--- config.mk ---
export PLATFORM = sky130hd
export DESIGN_NAME = air_sensor_frame_finder_top
export DESIGN_NICKNAME = d
export VERILOG_FILES = /design/src/rtl/asff_pkg.sv /design/src/rtl/asff_front.sv /design/src/rtl/asff_queue.sv /design/src/rtl/asff_back.sv /design/src/rtl/air_sensor_frame_finder_top.sv
export SDC_FILE = /design/constraint.sdc
export NUM_CORES = 1
export LEC_CHECK = 0
export ABC_AREA = 1
export BUFFER_PORTS_ARGS = -buffer_cell sky130_fd_sc_hd__buf_2
export CORE_MARGIN = 4
export CORE_UTILIZATION = 42
export DETAILED_ROUTE_END_ITERATION = 10
export GPL_ROUTABILITY_DRIVEN = 0
export GPL_TIMING_DRIVEN = 0
export SLEW_MARGIN = 20
export SYNTH_ARGS = -nofsm -noshare
export SYNTH_HDL_FRONTEND = slang
export SYNTH_SLANG_ARGS = --single-unit
--- constraint.sdc ---
create_clock -name clock -period 9.45 [get_ports clock]
set_clock_uncertainty 0.2 [all_clocks]
set_input_delay 0.945 -clock clock [delete_from_list [all_inputs] [get_ports clock]]
set_output_delay 0.945 -clock clock [all_outputs]
set_load 0.1 [all_outputs]
--- src/rtl/asff_pkg.sv ---
package asff_pkg;

   localparam int FrameLen = 12;
   localparam logic [5:0] FRAME_LEN_CNT = 6'd12;
   localparam logic [5:0] BURST_DEPTH = 6'd32;
   localparam logic [5:0] COUNT_MAX = 6'd63;
   localparam logic [7:0] FRAME_HEADER = 8'h2C;
   localparam int FieldBits = 80;
   localparam int QueueDepth = 2;
   localparam logic [31:0] MISS_MAX = 32'hFFFF_FFFF;

   typedef logic [FrameLen-1:0][7:0] window_type;

   // one burst outcome, frame bytes 1 to 10, byte 1 in the top byte
   typedef struct packed {
      logic                 found;
      logic [FieldBits-1:0] fields;
   } result_type;

   typedef struct packed {
      logic not_full;
      logic not_empty;
   } queue_status_type;

endpackage

--- src/rtl/asff_front.sv ---
module asff_front (
   input  logic                   clock,
   input  logic                   reset,
   input  logic                   req_valid,
   output logic                   req_ready,
   input  logic [7:0]             req_rx_byte,
   input  logic                   req_burst_end,
   input  asff_pkg::queue_status_type q_status,
   output logic                   push,
   output asff_pkg::result_type   push_data
);
   import asff_pkg::*;

   window_type window_ff, window_in;
   logic [5:0] count_ff, count_in;
   logic overrun_ff, overrun_in;
   logic match_ff, match_in;
   logic [FieldBits-1:0] latched_ff, latched_in;
   logic accept;
   logic hit;
   logic [7:0] pair_sum [6];
   logic [7:0] quad_sum [3];
   logic [7:0] frame_sum;
   logic [FieldBits-1:0] frame_fields;

   assign req_ready = q_status.not_full;
   assign accept = req_valid & req_ready;

   always_comb begin
      // index 0 is the oldest byte
      for (int i = 0; i < FrameLen - 1; i++) begin
         window_in[i] = window_ff[i+1];
      end
      window_in[FrameLen-1] = req_rx_byte;
      for (int i = 0; i < 6; i++) begin
         pair_sum[i] = window_in[2*i] + window_in[2*i+1];
      end
      for (int i = 0; i < 3; i++) begin
         quad_sum[i] = pair_sum[2*i] + pair_sum[2*i+1];
      end
      frame_sum = quad_sum[0] + quad_sum[1] + quad_sum[2];
      for (int i = 0; i < 10; i++) begin
         frame_fields[FieldBits-1-8*i -: 8] = window_in[i+1];
      end

      count_in = (count_ff < COUNT_MAX) ? count_ff + 6'd1 : count_ff;
      overrun_in = overrun_ff | (count_in > BURST_DEPTH);
      hit = !overrun_in && !match_ff && (count_in >= FRAME_LEN_CNT) &&
            (window_in[0] == FRAME_HEADER) && (frame_sum == 8'd0);
      match_in = match_ff | hit;
      latched_in = hit ? frame_fields : latched_ff;

      push = accept & req_burst_end & ~overrun_in;
      push_data.found = match_in;
      push_data.fields = match_in ? latched_in : '0;
   end

   always_ff @(posedge clock) begin
      if (reset) begin
         count_ff <= '0;
         overrun_ff <= 1'b0;
         match_ff <= 1'b0;
      end else if (accept) begin
         if (req_burst_end) begin
            count_ff <= '0;
            overrun_ff <= 1'b0;
            match_ff <= 1'b0;
         end else begin
            count_ff <= count_in;
            overrun_ff <= overrun_in;
            match_ff <= match_in;
         end
      end
   end

   always_ff @(posedge clock) begin
      if (accept) begin
         window_ff <= window_in;
         latched_ff <= latched_in;
      end
   end

endmodule

--- src/rtl/asff_queue.sv ---
module asff_queue (
   input  logic                      clock,
   input  logic                      reset,
   input  logic                      push,
   input  asff_pkg::result_type      push_data,
   input  logic                      pop,
   output asff_pkg::result_type      head,
   output asff_pkg::queue_status_type status
);
   import asff_pkg::*;

   result_type entry_ff [QueueDepth];
   logic wr_ptr_ff, rd_ptr_ff;
   logic [1:0] fill_ff, fill_in;
   logic do_push, do_pop;

   assign status.not_full = (fill_ff != 2'(QueueDepth));
   assign status.not_empty = (fill_ff != 2'd0);
   assign do_push = push & status.not_full;
   assign do_pop = pop & status.not_empty;
   assign head = entry_ff[rd_ptr_ff];

   always_comb begin
      fill_in = fill_ff;
      case ({do_push, do_pop})
         2'b10: fill_in = fill_ff + 2'd1;
         2'b01: fill_in = fill_ff - 2'd1;
         default: fill_in = fill_ff;
      endcase
   end

   always_ff @(posedge clock) begin
      if (reset) begin
         wr_ptr_ff <= 1'b0;
         rd_ptr_ff <= 1'b0;
         fill_ff <= '0;
      end else begin
         fill_ff <= fill_in;
         if (do_push) begin
            wr_ptr_ff <= ~wr_ptr_ff;
         end
         if (do_pop) begin
            rd_ptr_ff <= ~rd_ptr_ff;
         end
      end
   end

   always_ff @(posedge clock) begin
      if (do_push) begin
         entry_ff[wr_ptr_ff] <= push_data;
      end
   end

endmodule

--- src/rtl/asff_back.sv ---
module asff_back (
   input  logic                      clock,
   input  logic                      reset,
   input  asff_pkg::result_type      head,
   input  asff_pkg::queue_status_type q_status,
   output logic                      pop,
   output logic                      rsp_valid,
   input  logic                      rsp_ready,
   output logic                      rsp_frame_found,
   output logic [15:0]               rsp_voc_level,
   output logic [15:0]               rsp_formaldehyde_level,
   output logic [15:0]               rsp_co2_equivalent,
   output logic signed [15:0]        rsp_temperature_tenths,
   output logic [15:0]               rsp_humidity_tenths,
   output logic [31:0]               rsp_fail_count
);
   import asff_pkg::*;

   logic valid_ff;
   result_type out_ff;
   logic [31:0] miss_ff, miss_in;

   assign pop = q_status.not_empty & (~valid_ff | rsp_ready);

   always_comb begin
      miss_in = miss_ff;
      if (!head.found && miss_ff != MISS_MAX) begin
         miss_in = miss_ff + 32'd1;
      end
   end

   always_ff @(posedge clock) begin
      if (reset) begin
         valid_ff <= 1'b0;
         miss_ff <= '0;
      end else begin
         if (pop) begin
            valid_ff <= 1'b1;
            miss_ff <= miss_in;
         end else if (rsp_ready) begin
            valid_ff <= 1'b0;
         end
      end
   end

   always_ff @(posedge clock) begin
      if (pop) begin
         out_ff <= head;
      end
   end

   assign rsp_valid = valid_ff;
   assign rsp_frame_found = out_ff.found;
   assign rsp_voc_level = out_ff.fields[79:64];
   assign rsp_formaldehyde_level = out_ff.fields[63:48];
   assign rsp_co2_equivalent = out_ff.fields[47:32];
   assign rsp_temperature_tenths = signed'(out_ff.fields[31:16]);
   assign rsp_humidity_tenths = out_ff.fields[15:0];
   assign rsp_fail_count = miss_ff;

endmodule

--- src/rtl/air_sensor_frame_finder_top.sv ---
// channel | direction | fields
// req     | in        | rx_byte, burst_end
// rsp     | out       | frame_found, voc, hcho, eco2, temperature, humidity, fail_count
//
// One byte accepted per cycle while req_ready is high; the 12-byte checksum is a
// combinational adder tree. A result passes from the burst's last byte through a
// two-entry queue and then the output register.
// req_ready drops only when the queue is full behind a stalled result.
// Synchronous reset clears burst state, queue, output valid and fail count.
module air_sensor_frame_finder_top (
   input  logic               clock,
   input  logic               reset,
   input  logic               req_valid,
   output logic               req_ready,
   input  logic [7:0]         req_rx_byte,
   input  logic               req_burst_end,
   output logic               rsp_valid,
   input  logic               rsp_ready,
   output logic               rsp_frame_found,
   output logic [15:0]        rsp_voc_level,
   output logic [15:0]        rsp_formaldehyde_level,
   output logic [15:0]        rsp_co2_equivalent,
   output logic signed [15:0] rsp_temperature_tenths,
   output logic [15:0]        rsp_humidity_tenths,
   output logic [31:0]        rsp_fail_count
);
   import asff_pkg::*;

   queue_status_type q_status;
   logic push, pop;
   result_type push_data, head;

   asff_front u_front (
      .clock         (clock),
      .reset         (reset),
      .req_valid     (req_valid),
      .req_ready     (req_ready),
      .req_rx_byte   (req_rx_byte),
      .req_burst_end (req_burst_end),
      .q_status      (q_status),
      .push          (push),
      .push_data     (push_data)
   );

   asff_queue u_queue (
      .clock     (clock),
      .reset     (reset),
      .push      (push),
      .push_data (push_data),
      .pop       (pop),
      .head      (head),
      .status    (q_status)
   );

   asff_back u_back (
      .clock                  (clock),
      .reset                  (reset),
      .head                   (head),
      .q_status               (q_status),
      .pop                    (pop),
      .rsp_valid              (rsp_valid),
      .rsp_ready              (rsp_ready),
      .rsp_frame_found        (rsp_frame_found),
      .rsp_voc_level          (rsp_voc_level),
      .rsp_formaldehyde_level (rsp_formaldehyde_level),
      .rsp_co2_equivalent     (rsp_co2_equivalent),
      .rsp_temperature_tenths (rsp_temperature_tenths),
      .rsp_humidity_tenths    (rsp_humidity_tenths),
      .rsp_fail_count         (rsp_fail_count)
   );

endmodule

==> summary.txt <==
Finish
  – Layout area overhead: 16.1%
  – Non-Filler Instances: 2,592
  – Most frequent cells in the layout: 411 x edfxtp_1, 354 x inv_1, 354 x nand2_1, 136 x buf_2, 119 x nor2_1
  – Layout cells sized above 1: 16.9%
  – Commonest non-fill, non-tap cell in the layout: edfxtp_1
  – Fillers: 4,218
  – Layout Nets: 2,027
  – Final Instance Area: 23,800 µm²
  – Antenna diodes: 0

Timing
  – Final Hold Viols: 0
  – Final min period: 6.24 ns
  – Sum Neg Setup Slack: 0 ns
  – Worst Tran Pin Value: 1.04 ns
  – Final setup fails: 0
  – Fmax: 0.160 GHz
  – Setup ws final: 3.21 ns
  – Final Cycle Share: 66.1%
  – Fin. max-slew vios: 0
  – RSZ-0062 raised after global routing: no
  – Worst rel slew slack: 30.8%

Routing
  – Post-Route WL: 40.4 mm
  – DR vias: 12,286
  – Via-to-Cell Ratio: 4.74
  – Number of DRC markers in iteration 0: 776
  – Final ANT Viol Nets: 0
  – Drt wl/cell: 15.6 µm
  – DRC viols: 0
  – DR pass1 iterations: 6

Clock network
  – # clock sinks: 457
  – CTS root buf: clkbuf_16
  – Hold_buf cts: 0
  – Clock Tree Buf Depth: 3
  – Clk slew on worst S/H paths: 0.06 ns
  – CTS H-tree depth: 2
  – Total CTS buffers: 48
  – Resize count post-CTS: 0
  – CTS tree: built
  – Post-CTS setup buffer count: 0
  – Later-pin clock latency in the skew report: 0.59 ns

Floorplanning
  – Row count: 80
  – Die Y: 229 µm
  – Initial core utilization: 42.7%
  – Die W: 229 µm
  – IO Pins: 128
  – Core area: 47,900 µm²
  – Die ar.: 52,400 µm²

Global route
  – Initial antenna violation count: 0
  – GR Overflow Total: 0
  – First-pass GRT wire length: 64.9 mm
  – Vias in the first global route: 12,334
  – Gr usage total: 15.3%
  – Largest net degree at the start of global routing: 92

Logic synthesis
  – Synth area leader: edfxtp_1
  – Primary FF master, synth: edfxtp_1
  – Synthesized net count: 1,842
  – Ranking of synthesized cells by area: edfxtp_1 60%, inv_1 6.5%, nand2_1 6.5%, fa_1 6.2%, dfxtp_1 4.5%
  – Syn. warnings: 0
  – Fraction of registers with async set/reset: 0%
  – Cell variety after synth: 29
  – Syn Std Cell Area: 20,500 µm²
  – Mean Syn Cell Area: 11.7 µm²
  – Seq cells post-synth: 457
  – Post-synth top area share: 60.2%
  – Seq/Total Area, Yosys: 64.7%
  – Number of flops mapped to enable cells by yosys: 411
  – Cells after Synth: 1,753

Flow run
  – Max Cap Viol: 0

Setup path
  – Crit path cell chain: buf_2 > fa_1 > inv_1 > fa_1 > fa_1 > fa_1 > inv_1 > fa_1 > ha_1 > inv_1 > fa_1 > nand2_1 > nor3_1 > nand2_1 > inv_1 > nand2_1 > a21oi_1 > nand3_2 > nor2_8 > a21oi_4 > clkbuf_1 > nor2_1
  – CP Capture Type: register
  – Worst Setup Start Kind: input port
  – Worst path most repeated cell: fa_1
  – Arr. time, crit path: 6.43 ns
  – Cell family with most CP delay: adder cells
  – CP bufs+invs: 6
  – Slowest stage cell on the critical path: fa_1
  – R2R Setup Slk: 3.25 ns
  – Req. time, crit path: 9.64 ns
  – Top fanout value on the critical path: 10
  – Setup CP Type: input port to register
  – Max incr delay on CP: 0.55 ns

Outcome
  – Status: completed

Placement
  – Place WS: 2.57 ns
  – Cell area after placement: 22,100 µm²
  – Placed Instances: 2,503
  – PortBufs: 126
  – DP HPWL: 29.0 mm

Min path
  – Worst hold path class: register to register
-- registers in the layout, summed over array words and instances, names as in the netlist, 2 cells and up, named ones only --
name                           flops
u_back.rsp_co2_equivalent         16
u_back.rsp_fail_count             32
u_back.rsp_formaldehyde_level     16
u_back.rsp_humidity_tenths        16
u_back.rsp_temperature_tenths     16
u_back.rsp_voc_level              16
u_front.count_ff                   6
u_front.frame_fields              80
u_front.latched_ff                80
u_front.window_ff                  8
u_queue.entry_ff                 162
u_queue.fill_ff                    2
-- cells by family (layout without fill, tap and decap cells) --
group           count (synthesis)  after routing  share of synthesized area [%]
flops                         457            457                           64.7
mux                            81             81                           4.45
simple gates                  634            634                           13.0
xor+xnor                       30             30                           1.28
fa+ha+maj                      76             76                           6.95
buf+inv                       408            632                           7.83
compound gates                 67             67                           1.73
-- worst reg2reg max path, cell delays in order, from the launching register on --
cell      delay [ns]
edfxtp_1        0.46
fa_1            0.54
inv_1           0.06
fa_1            0.51
fa_1            0.53
fa_1            0.52
fa_1            0.55
inv_1           0.04
ha_1            0.35
a21oi_1         0.28
o211ai_1        0.16
nand3_1         0.11
nand2_1         0.05
nand2_1         0.07
nand2_2         0.29
a21oi_4         0.62
clkbuf_1        0.41
nor2_1          0.16
-- path summary, 6_finish.rpt --
kind	start	to	cells past startpoint
setup / recovery	req_rx_byte[2]	u_queue.entry_ff[0][44]	22
hold / removal	u_queue.rd_ptr_ff	u_queue.rd_ptr_ff	1
setup reg to reg	u_front.frame_fields[4]	u_queue.entry_ff[0][44]	17
hold reg to reg	u_queue.rd_ptr_ff	u_queue.rd_ptr_ff	1
-- stage by stage --
step	utilization, %	hold slack (ns)
after global placement	45.7	0.235
after CTS	49.6	0.251
final	49.6	0.246
after global routing	49.6	0.286
after detailed placement	46.2	0.241
after floorplan	-	0.226
-- cell type report --
cell class	count	area [µm²]	share of cell area [%]
Multi-Input combinational cell	888	5640	23.7
Inverter	356	1350	5.66
Clock buffer	55	1230	5.16
Tap cell	615	769	3.24
Clock inverter	34	409	1.72
Sequential cell	457	13300	55.8
Buffer	52	268	1.13
Timing Repair Buffer	135	856	3.60
-- cells in the mapped netlist (3+ instances only) --
cell and number:
nor3_1 13, dfxtp_1 46, xnor2_1 13, o211ai_1 3, edfxtp_1 411, nor4_1 13
a21oi_1 51, nand2_2 10, nor2_2 7, inv_1 356, nand3b_1 4, nand4_1 10
buf_2 10, xor2_1 17, nand2_1 354, fa_1 63, clkbuf_1 33, buf_6 8
nand3_1 99, nor2_1 120, ha_1 13, mux2_2 81, o21ai_0 12
-- layer usage --
metal / global-route usage, % / up-vias / part of all wire [%]
met3: 2.74 / 76 / 4.9
met5: 0 / - / 0
li1: - / 6056 / -
met4: 5.53 / 0 / 3.0
met1: 20.7 / 5852 / 45
met2: 24.8 / 302 / 47
Power is left out: the tool's default activity adds up to more than one toggle a clock period on the data nets, which glitch-free logic cannot reach.
